--- config.mk ---
export PLATFORM = sky130hd
export DESIGN_NAME = low_throughput_watchdog
export DESIGN_NICKNAME = d
export VERILOG_FILES = /design/src/rtl/lttw_pkg.sv /design/src/rtl/lttw_rate.sv /design/src/rtl/low_throughput_watchdog.sv
export SDC_FILE = /design/constraint.sdc
export NUM_CORES = 2
export LEC_CHECK = 0
export BUFFER_PORTS_ARGS = -buffer_cell sky130_fd_sc_hd__buf_4
export CORE_MARGIN = 1
export CORE_UTILIZATION = 65
export DETAILED_ROUTE_END_ITERATION = 8
export HOLD_SLACK_MARGIN = 0.02
export PLACE_DENSITY_LB_ADDON = 0.08
export SYNTH_ARGS = -nofsm -noshare
export SYNTH_HDL_FRONTEND = slang
export SYNTH_HIERARCHICAL = 1
export SYNTH_SLANG_ARGS = --single-unit
--- constraint.sdc ---
create_clock -name clk -period 87.9 [get_ports clk]
set_input_delay 4.395 -clock clk [delete_from_list [all_inputs] [get_ports clk]]
set_output_delay 4.395 -clock clk [all_outputs]
set_load 0.01 [all_outputs]
--- src/rtl/lttw_pkg.sv ---
// Shared types and constants for the low-throughput watchdog.
`timescale 1ns / 1ps
`default_nettype none

package lttw_pkg;

    // Width of the rates; the rate sum is one bit wider
    localparam int RATE_BITS = 64;

    // Nanoseconds per second, the fixed multiplier of every rate
    localparam int SCALE_BITS = 30;
    localparam logic [SCALE_BITS-1:0] NS_PER_SEC = 30'd1000000000;

    // Failure streak counter and its ceiling
    localparam int STREAK_BITS = 17;
    localparam logic [STREAK_BITS-1:0] STREAK_MAX = 17'd65536;

    // Configuration register indexes
    localparam int CFG_INDEX_BITS = 2;
    localparam int ALLOWED_BITS = 16;

    typedef enum logic [CFG_INDEX_BITS-1:0] {
        REG_MIN_RATE         = 2'd0,
        REG_ALLOWED_FAILURES = 2'd1
    } cfg_reg_t;

    // Status reported with every item
    typedef enum logic [2:0] {
        VERDICT_DISABLED = 3'd0,
        VERDICT_IDLE     = 3'd1,
        VERDICT_OVERFLOW = 3'd2,
        VERDICT_OK       = 3'd3,
        VERDICT_LOW      = 3'd4,
        VERDICT_SHUTDOWN = 3'd5
    } verdict_t;

endpackage

`default_nettype wire

--- src/rtl/lttw_rate.sv ---
// Bit-serial rate unit: shift-add multiply by 1e9, then restoring division by the wait time.
`timescale 1ns / 1ps
`default_nettype none

module lttw_rate #(
    parameter int COUNT_BITS = 48
) (
    input  wire logic                           clk,
    input  wire logic                           rst_n,
    input  wire logic                           start,
    input  wire logic [COUNT_BITS-1:0]          bytes,
    input  wire logic [COUNT_BITS-1:0]          ns,
    output logic                                done,
    output logic [lttw_pkg::RATE_BITS-1:0]      rate
);

    localparam int PW   = COUNT_BITS + lttw_pkg::SCALE_BITS;
    localparam int CNTW = $clog2(PW);
    localparam int SB   = lttw_pkg::SCALE_BITS;
    localparam int RB   = lttw_pkg::RATE_BITS;

    typedef enum logic [1:0] {
        ST_IDLE,
        ST_MUL,
        ST_DIV,
        ST_DONE
    } state_t;

    state_t                 state_reg, state_next;
    logic [CNTW-1:0]        cnt_reg, cnt_next;
    logic [COUNT_BITS-1:0]  bytes_reg, bytes_next;
    logic [COUNT_BITS-1:0]  ns_reg, ns_next;
    logic [PW-1:0]          prod_reg, prod_next;
    logic [COUNT_BITS-1:0]  rem_reg, rem_next;
    logic [RB-1:0]          q_reg, q_next;
    logic                   ovf_reg, ovf_next;

    logic [COUNT_BITS:0]    mul_sum;
    logic [COUNT_BITS:0]    div_shift;
    logic [COUNT_BITS+1:0]  div_diff;
    logic                   div_ge;

    // One multiply step: add the multiplicand when the low bit is set, shift right
    assign mul_sum = {1'b0, prod_reg[PW-1:SB]}
                   + (prod_reg[0] ? {1'b0, bytes_reg} : {(COUNT_BITS+1){1'b0}});

    // One division step: bring in the next product bit, trial-subtract the divisor
    assign div_shift = {rem_reg, prod_reg[PW-1]};
    assign div_diff  = {1'b0, div_shift} - {2'b00, ns_reg};
    assign div_ge    = !div_diff[COUNT_BITS+1];

    always_comb
    begin
        state_next = state_reg;
        cnt_next   = cnt_reg;
        bytes_next = bytes_reg;
        ns_next    = ns_reg;
        prod_next  = prod_reg;
        rem_next   = rem_reg;
        q_next     = q_reg;
        ovf_next   = ovf_reg;
        if (start)
        begin
            // Load operands; a zero wait time gives a zero rate at once
            bytes_next = bytes;
            ns_next    = ns;
            prod_next  = {{COUNT_BITS{1'b0}}, lttw_pkg::NS_PER_SEC};
            cnt_next   = '0;
            q_next     = '0;
            ovf_next   = 1'b0;
            rem_next   = '0;
            state_next = (ns == '0) ? ST_DONE : ST_MUL;
        end
        else
        begin
            unique case (state_reg)
                ST_MUL:
                begin
                    prod_next = {mul_sum, prod_reg[SB-1:1]};
                    if (cnt_reg == CNTW'(SB - 1))
                    begin
                        cnt_next   = '0;
                        state_next = ST_DIV;
                    end
                    else
                    begin
                        cnt_next = cnt_reg + 1'b1;
                    end
                end
                ST_DIV:
                begin
                    prod_next = {prod_reg[PW-2:0], 1'b0};
                    rem_next  = div_ge ? div_diff[COUNT_BITS-1:0]
                                       : div_shift[COUNT_BITS-1:0];
                    q_next    = {q_reg[RB-2:0], div_ge};
                    // Quotient bits beyond 64 mean saturation
                    ovf_next  = ovf_reg | q_reg[RB-1];
                    if (cnt_reg == CNTW'(PW - 1))
                    begin
                        cnt_next   = '0;
                        state_next = ST_DONE;
                    end
                    else
                    begin
                        cnt_next = cnt_reg + 1'b1;
                    end
                end
                ST_IDLE, ST_DONE:
                begin
                    state_next = state_reg;
                end
                default:
                begin
                    state_next = ST_IDLE;
                end
            endcase
        end
    end

    // Hold control state
    always_ff @(posedge clk or negedge rst_n)
    begin
        if (!rst_n)
        begin
            state_reg <= ST_IDLE;
            cnt_reg   <= '0;
        end
        else
        begin
            state_reg <= state_next;
            cnt_reg   <= cnt_next;
        end
    end

    // Advance the datapath shift registers
    always_ff @(posedge clk)
    begin
        bytes_reg <= bytes_next;
        ns_reg    <= ns_next;
        prod_reg  <= prod_next;
        rem_reg   <= rem_next;
        q_reg     <= q_next;
        ovf_reg   <= ovf_next;
    end

    assign done = (state_reg == ST_DONE);
    assign rate = ovf_reg ? {RB{1'b1}} : q_reg;

endmodule

`default_nettype wire

--- src/rtl/low_throughput_watchdog.sv ---
// Top level of the low-throughput watchdog: control sequencer, streak counter, output register.
//
// Usage: one input transaction per sampling interval (read/written bytes and read/write
// wait times in ns), accepted when in_valid is high and in_stall is low. One result
// transaction (total_rate, failure_count, verdict) follows per input, offered with
// out_valid and taken when out_stall is low. Configuration writes (cfg_index, cfg_data)
// complete when cfg_valid and cfg_ready are high; index 0 is min_rate, index 1 is
// allowed_failures, other indexes are dropped. cfg_ready is always high.
// Flow: a disabled or idle interval goes from acceptance straight to the output stage. A
// measured interval runs both directions in parallel through bit-serial rate units:
// multiply steps, then division steps, then done, sum, compare and output stages, and
// only then does out_valid rise. A new measured item is not taken before the previous
// result has left the sequencer.
// One item is in flight at a time; in_stall is high from acceptance until the result is
// moved into the output register, so the next item enters while a result still waits.
// A stalled result holds in the output register; the sequencer waits at its final stage.
// Reset clears the configuration (monitor disabled), the streak and out_valid.
`timescale 1ns / 1ps
`default_nettype none

module low_throughput_watchdog #(
    parameter int COUNT_BITS = 48
) (
    input  wire logic                                 clk,
    input  wire logic                                 rst_n,
    // input channel
    input  wire logic                                 in_valid,
    output logic                                      in_stall,
    input  wire logic [COUNT_BITS-1:0]                read_bytes,
    input  wire logic [COUNT_BITS-1:0]                written_bytes,
    input  wire logic [COUNT_BITS-1:0]                read_wait_ns,
    input  wire logic [COUNT_BITS-1:0]                write_wait_ns,
    // output channel
    output logic                                      out_valid,
    input  wire logic                                 out_stall,
    output logic [lttw_pkg::RATE_BITS-1:0]            total_rate,
    output logic [lttw_pkg::STREAK_BITS-1:0]          failure_count,
    output logic [2:0]                                verdict,
    // configuration channel
    input  wire logic                                 cfg_valid,
    output logic                                      cfg_ready,
    input  wire logic [lttw_pkg::CFG_INDEX_BITS-1:0]  cfg_index,
    input  wire logic [lttw_pkg::RATE_BITS-1:0]       cfg_data
);

    localparam int RB = lttw_pkg::RATE_BITS;
    localparam int SW = lttw_pkg::STREAK_BITS;
    localparam int AB = lttw_pkg::ALLOWED_BITS;

    typedef enum logic [2:0] {
        ST_IDLE,
        ST_RUN,
        ST_SUM,
        ST_CMP,
        ST_PUT
    } state_t;

    state_t              state_reg, state_next;
    logic [RB-1:0]       min_rate_reg, min_rate_next;
    logic [AB-1:0]       allowed_reg, allowed_next;
    logic [SW-1:0]       streak_reg, streak_next;
    logic                out_valid_reg, out_valid_next;

    logic [RB:0]         sum_reg, sum_next;
    logic [RB-1:0]       res_rate_reg, res_rate_next;
    lttw_pkg::verdict_t  res_verdict_reg, res_verdict_next;
    logic [RB-1:0]       total_rate_reg, total_rate_next;
    logic [SW-1:0]       count_reg, count_next;
    lttw_pkg::verdict_t  verdict_reg, verdict_next;

    logic                in_acc;
    logic                disabled;
    logic                quiet;
    logic                lane_start;
    logic                rd_done, wr_done;
    logic [RB-1:0]       rd_rate, wr_rate;
    logic [SW-1:0]       streak_inc;

    assign in_stall  = (state_reg != ST_IDLE);
    assign in_acc    = in_valid && !in_stall;
    assign disabled  = (min_rate_reg == '0) || (allowed_reg == '0);
    assign quiet     = (read_wait_ns == '0) && (write_wait_ns == '0);
    assign lane_start = in_acc && !disabled && !quiet;
    assign cfg_ready = 1'b1;

    assign streak_inc = (streak_reg == lttw_pkg::STREAK_MAX) ? lttw_pkg::STREAK_MAX
                                                             : streak_reg + 1'b1;

    // Read and write direction rate units
    lttw_rate #(
        .COUNT_BITS (COUNT_BITS)
    ) u_rd_rate (
        .clk   (clk),
        .rst_n (rst_n),
        .start (lane_start),
        .bytes (read_bytes),
        .ns    (read_wait_ns),
        .done  (rd_done),
        .rate  (rd_rate)
    );

    lttw_rate #(
        .COUNT_BITS (COUNT_BITS)
    ) u_wr_rate (
        .clk   (clk),
        .rst_n (rst_n),
        .start (lane_start),
        .bytes (written_bytes),
        .ns    (write_wait_ns),
        .done  (wr_done),
        .rate  (wr_rate)
    );

    always_comb
    begin
        state_next       = state_reg;
        min_rate_next    = min_rate_reg;
        allowed_next     = allowed_reg;
        streak_next      = streak_reg;
        out_valid_next   = out_valid_reg && out_stall;
        sum_next         = sum_reg;
        res_rate_next    = res_rate_reg;
        res_verdict_next = res_verdict_reg;
        total_rate_next  = total_rate_reg;
        count_next       = count_reg;
        verdict_next     = verdict_reg;

        // Take configuration writes; unknown indexes are dropped
        if (cfg_valid && cfg_ready)
        begin
            unique case (cfg_index)
                lttw_pkg::REG_MIN_RATE:         min_rate_next = cfg_data;
                lttw_pkg::REG_ALLOWED_FAILURES: allowed_next  = cfg_data[AB-1:0];
                default:                        min_rate_next = min_rate_reg;
            endcase
        end

        unique case (state_reg)
            ST_IDLE:
            begin
                if (in_acc)
                begin
                    res_rate_next = '0;
                    if (disabled)
                    begin
                        res_verdict_next = lttw_pkg::VERDICT_DISABLED;
                        state_next       = ST_PUT;
                    end
                    else if (quiet)
                    begin
                        streak_next      = '0;
                        res_verdict_next = lttw_pkg::VERDICT_IDLE;
                        state_next       = ST_PUT;
                    end
                    else
                    begin
                        state_next = ST_RUN;
                    end
                end
            end
            ST_RUN:
            begin
                if (rd_done && wr_done)
                begin
                    state_next = ST_SUM;
                end
            end
            ST_SUM:
            begin
                sum_next   = {1'b0, rd_rate} + {1'b0, wr_rate};
                state_next = ST_CMP;
            end
            ST_CMP:
            begin
                // Classify the interval and update the streak
                if (sum_reg[RB])
                begin
                    streak_next      = '0;
                    res_rate_next    = '0;
                    res_verdict_next = lttw_pkg::VERDICT_OVERFLOW;
                end
                else if (sum_reg[RB-1:0] >= min_rate_reg)
                begin
                    streak_next      = '0;
                    res_rate_next    = sum_reg[RB-1:0];
                    res_verdict_next = lttw_pkg::VERDICT_OK;
                end
                else
                begin
                    streak_next      = streak_inc;
                    res_rate_next    = sum_reg[RB-1:0];
                    res_verdict_next = (streak_inc > {1'b0, allowed_reg})
                                     ? lttw_pkg::VERDICT_SHUTDOWN
                                     : lttw_pkg::VERDICT_LOW;
                end
                state_next = ST_PUT;
            end
            ST_PUT:
            begin
                // Move the result into the output register once it is free
                if (!out_valid_reg || !out_stall)
                begin
                    total_rate_next = res_rate_reg;
                    count_next      = streak_reg;
                    verdict_next    = res_verdict_reg;
                    out_valid_next  = 1'b1;
                    state_next      = ST_IDLE;
                end
            end
            default:
            begin
                state_next = ST_IDLE;
            end
        endcase
    end

    // Hold state, configuration, streak and output valid
    always_ff @(posedge clk or negedge rst_n)
    begin
        if (!rst_n)
        begin
            state_reg     <= ST_IDLE;
            min_rate_reg  <= '0;
            allowed_reg   <= '0;
            streak_reg    <= '0;
            out_valid_reg <= 1'b0;
        end
        else
        begin
            state_reg     <= state_next;
            min_rate_reg  <= min_rate_next;
            allowed_reg   <= allowed_next;
            streak_reg    <= streak_next;
            out_valid_reg <= out_valid_next;
        end
    end

    // Hold result and output payload
    always_ff @(posedge clk)
    begin
        sum_reg         <= sum_next;
        res_rate_reg    <= res_rate_next;
        res_verdict_reg <= res_verdict_next;
        total_rate_reg  <= total_rate_next;
        count_reg       <= count_next;
        verdict_reg     <= verdict_next;
    end

    assign out_valid     = out_valid_reg;
    assign total_rate    = total_rate_reg;
    assign failure_count = count_reg;
    assign verdict       = verdict_reg;

endmodule

`default_nettype wire

==> flow_summary_export.csv <==
group,metric,value,unit
status,status,"completed",
clock_network,clkTransAtPathRegs,0.06,ns
final_layout,multi_input_area,27400,um^2
floorplanning,num_io_pins,350,
floorplanning,core_area,79400,um^2
worst_setup_path,critPathMaxFanout,162,
placement,gp_congestion,0.945,
yosys,yosysTopAreaCell,"edfxtp_1",
final_layout,syn2layout_area_growth,12.0,%
clock_network,cts_buffers,93,
power,p_seq_share,33.5,%
sta,final-setup-viol-count,0,
drt,first_pass_iters,5,
yosys,syn_nets,6131,
drt,drtIter0Drc,3004,
yosys,ys_seq_elements,909,
final_layout,final_area,58700,um^2
clock_network,htreeDepth,3,
power,swShare,40.5,%
sta,rsz0062_at_grt,"no",
drt,vias,41600,
floorplanning,initial_core_util,66.0,%
worst_setup_path,critPathBufInv,5,
yosys,synth-edff-count,408,
yosys,synth_area_per_cell,9.50,um^2
power,power_frac_comb,44.8,%
power,p_per_area,32.6,nW/um^2
worst_setup_path,cp_slowest_cell,"nor4_2",
placement,pre_cts_ws,78.65,ns
power,ir_worst_vdd,38.9,uV
worst_setup_path,critPathKind,"in2reg",
sta,worstMarginPinSlew,1.39,ns
power,clockPowerShare,21.6,%
run,maxCapViolCount,0,
final_layout,drive_above_1_share,14.4,%
floorplanning,die_h,286,um
final_layout,mostFrequentLayoutCells,"nor2_1, a21oi_1, nand2_1",
final_layout,fillerInstances,5869,
worst_setup_path,worst_path_largest_cell_delay,0.95,ns
sta,final.setup.tns,0,ns
final_layout,fin_nets,6322,
floorplanning,rows,103,
drt,wl,128000,um
drt,antenna_left,0,
sta,hold_ws,0.411,ns
worst_setup_path,crit_path_start_kind,"input port",
worst_setup_path,cp_cell_sequence,"buf_4, nor4_2, nand4_1, nor4_1, a2111oi_2, buf_4, buf_12, inv_1, buf_4, nand4_1, o22ai_1",
final_layout,layout_commonest_cell,"nor2_1",
sta,slew_headroom,6.21,%
drt,via_per_inst,6.08,
power,leakagePower,25.5,nW
sta,clock.fmax,117,MHz
clock_network,cts_root_buf,"clkbuf_16",
floorplanning,fp.dieArea,81700,um^2
worst_setup_path,cp_top_family,"simple AND/OR/NAND/NOR gates",
yosys,synth_top_family_by_area,"compound AO/OA/AOI/OAI gates",
global_routing,grt_antenna_before_repair,5,
sta,finalMaxSlewViolations,0,
sta,finClkSkew,0.0241,ns
yosys,synthSimpleGateAreaFrac,16.2,%
clock_network,cts_tree,"yes",
sta,period_share,9.71,%
global_routing,grt_pass1_wl,206000,um
yosys,synthXorXnorAreaFrac,4.10,%
placement,dpl_cell_area,55400,um^2
yosys,synth.mux.area_fraction,4.30,%
yosys,synth-async-reset-ratio,13.1,%
drt,drt-wirelength-per-cell,18.8,um
clock_network,clockBufferDepth,3,
power,internal-power,1.14,mW
min_path,hold_path.class,"reg2reg",
clock_network,worstSkewPairLatency,0.67,ns
worst_setup_path,arrival,9.09,ns
sta,fin_crit,8.53,ns
yosys,synth_area_leaders,"edfxtp_1, dfxtp_1, ha_1",
clock_network,cts-resized-gates,0,
yosys,yosysUniqueCellTypes,111,
clock_network,post-cts-setup-buffer-count,0,
yosys,ys_warn_count,6,
clock_network,clock-sinks,909,
global_routing,grt_use_total,30.8,%
global_routing,grt_overflow,0,
placement,io_buffers,348,
global_routing,grt_pass1_vias,40000,
worst_setup_path,path_common_cell,"buf_4",
worst_setup_path,critPathRequiredTime,88.46,ns
yosys,syn_inst,5515,
global_routing,grt_max_degree,208,
yosys,synth-compound-area-share,18.9,%
yosys,synth_fa_ha_area_share,8.51,%
floorplanning,die_w,286,um
power,power_switching,774,uW
sta,finalHoldViolCount,0,
clock_network,holdBufCountCts,0,
yosys,syn_area,52400,um^2
final_layout,seqCellArea,22900,um^2
sta,fin_ws,79.37,ns
worst_setup_path,endpoint_kind,"register",
yosys,synth_top_area_share,23.4,%
yosys,yosysSeqAreaShare,43.7,%
drt,drcViolationCount,0,
placement,dp_hpwl,92000,um
final_layout,fin_util,73.9,%
yosys,yosys_most_used_dff,"edfxtp_1",
-- worst reg2reg max path: cells and delay by family, from the launching register on --
kind,cells,cell delay [ns]
flops,1,0.77
buf+inv,2,0.49
simple gates,3,0.56
compound gates,7,2.04
fa+ha+maj,2,0.60
-- path summary, 6_finish.rpt --
path | from | endpoint | slack [ns] | cells after the start
min in group asynchronous | rst_n | streak_reg[14] | 3.80 | 1
worst min register to register | res_rate_reg[53] | total_rate[53] | 0.41 | 0
worst max-delay path | read_wait_ns[0] | u_wr_rate/rem_reg[35] | 79.37 | 11
max in group asynchronous | rst_n | min_rate_reg[50] | 82.60 | 2
worst max register to register | u_wr_rate/ovf_reg | sum_reg[64] | 83.15 | 14
worst min-delay path | res_rate_reg[53] | total_rate[53] | 0.41 | 0
-- synthesized netlist by cell type, types with 38 or more instances --
master	number
and2_1	174
o21ai_0	353
a21oi_1	441
edfxtp_1	408
nor2b_1	38
mux2i_1	206
dfxtp_1	382
inv_1	258
dfrtp_1	119
ha_1	348
a31oi_1	40
a21o_1	139
nor4_1	84
xor2_1	107
nor3_1	63
a211oi_2	46
nand4_1	101
o21bai_1	54
xnor2_1	138
o211a_1	44
nor2_1	532
o211ai_1	54
a211oi_1	61
or2_2	141
clkbuf_1	215
nand2_1	409
nand3_1	57
-- cell type report --
type | instances | area share, %
tap | 1050 | 2.24
timing repair buffer | 380 | 4.91
sequential | 909 | 39.0
clock inverter | 50 | 0.936
clock buffer | 126 | 4.60
antenna | 4 | 0.0171
inverter | 260 | 1.67
multi-input combinational | 4062 | 46.6
-- power by group through the flow --
stage | logic (mW) | registers, mW | clock network (mW)
after floorplan | 0.685 | 0.654 | 0
after global placement | 0.819 | 0.643 | 0
after detailed placement | 0.841 | 0.646 | 0
after CTS | 0.849 | 0.639 | 0.419
after global routing | 0.951 | 0.652 | 0.435
final | 0.857 | 0.641 | 0.414
-- routing by layer --
metal	share of wire, %	GRT usage (%)	routed length [um]
met1	45	42.0	57700
met2	47	50.9	60100
met3	5.1	3.97	6500
met4	3.2	10.1	4050
met5	0.035	0	45
-- kinds of logic (layout without fill, tap and decap cells) --
kind of cell | count (synthesis) | count (layout)
compound gates | 1501 | 1501
flops | 909 | 909
fa+ha+maj | 353 | 353
buf+inv | 544 | 816
mux | 223 | 223
simple gates | 1739 | 1739
other cells | 1 | 5
xor+xnor | 245 | 245
-- through the flow --
stage	std cells	power [mW]
after floorplan	5515	1.34
after global placement	6661	1.46
after detailed placement	6661	1.49
after CTS	6837	1.91
after global routing	6840	2.04
final	6841	1.91
No activity file was read; power rests on OpenSTA's default activity.
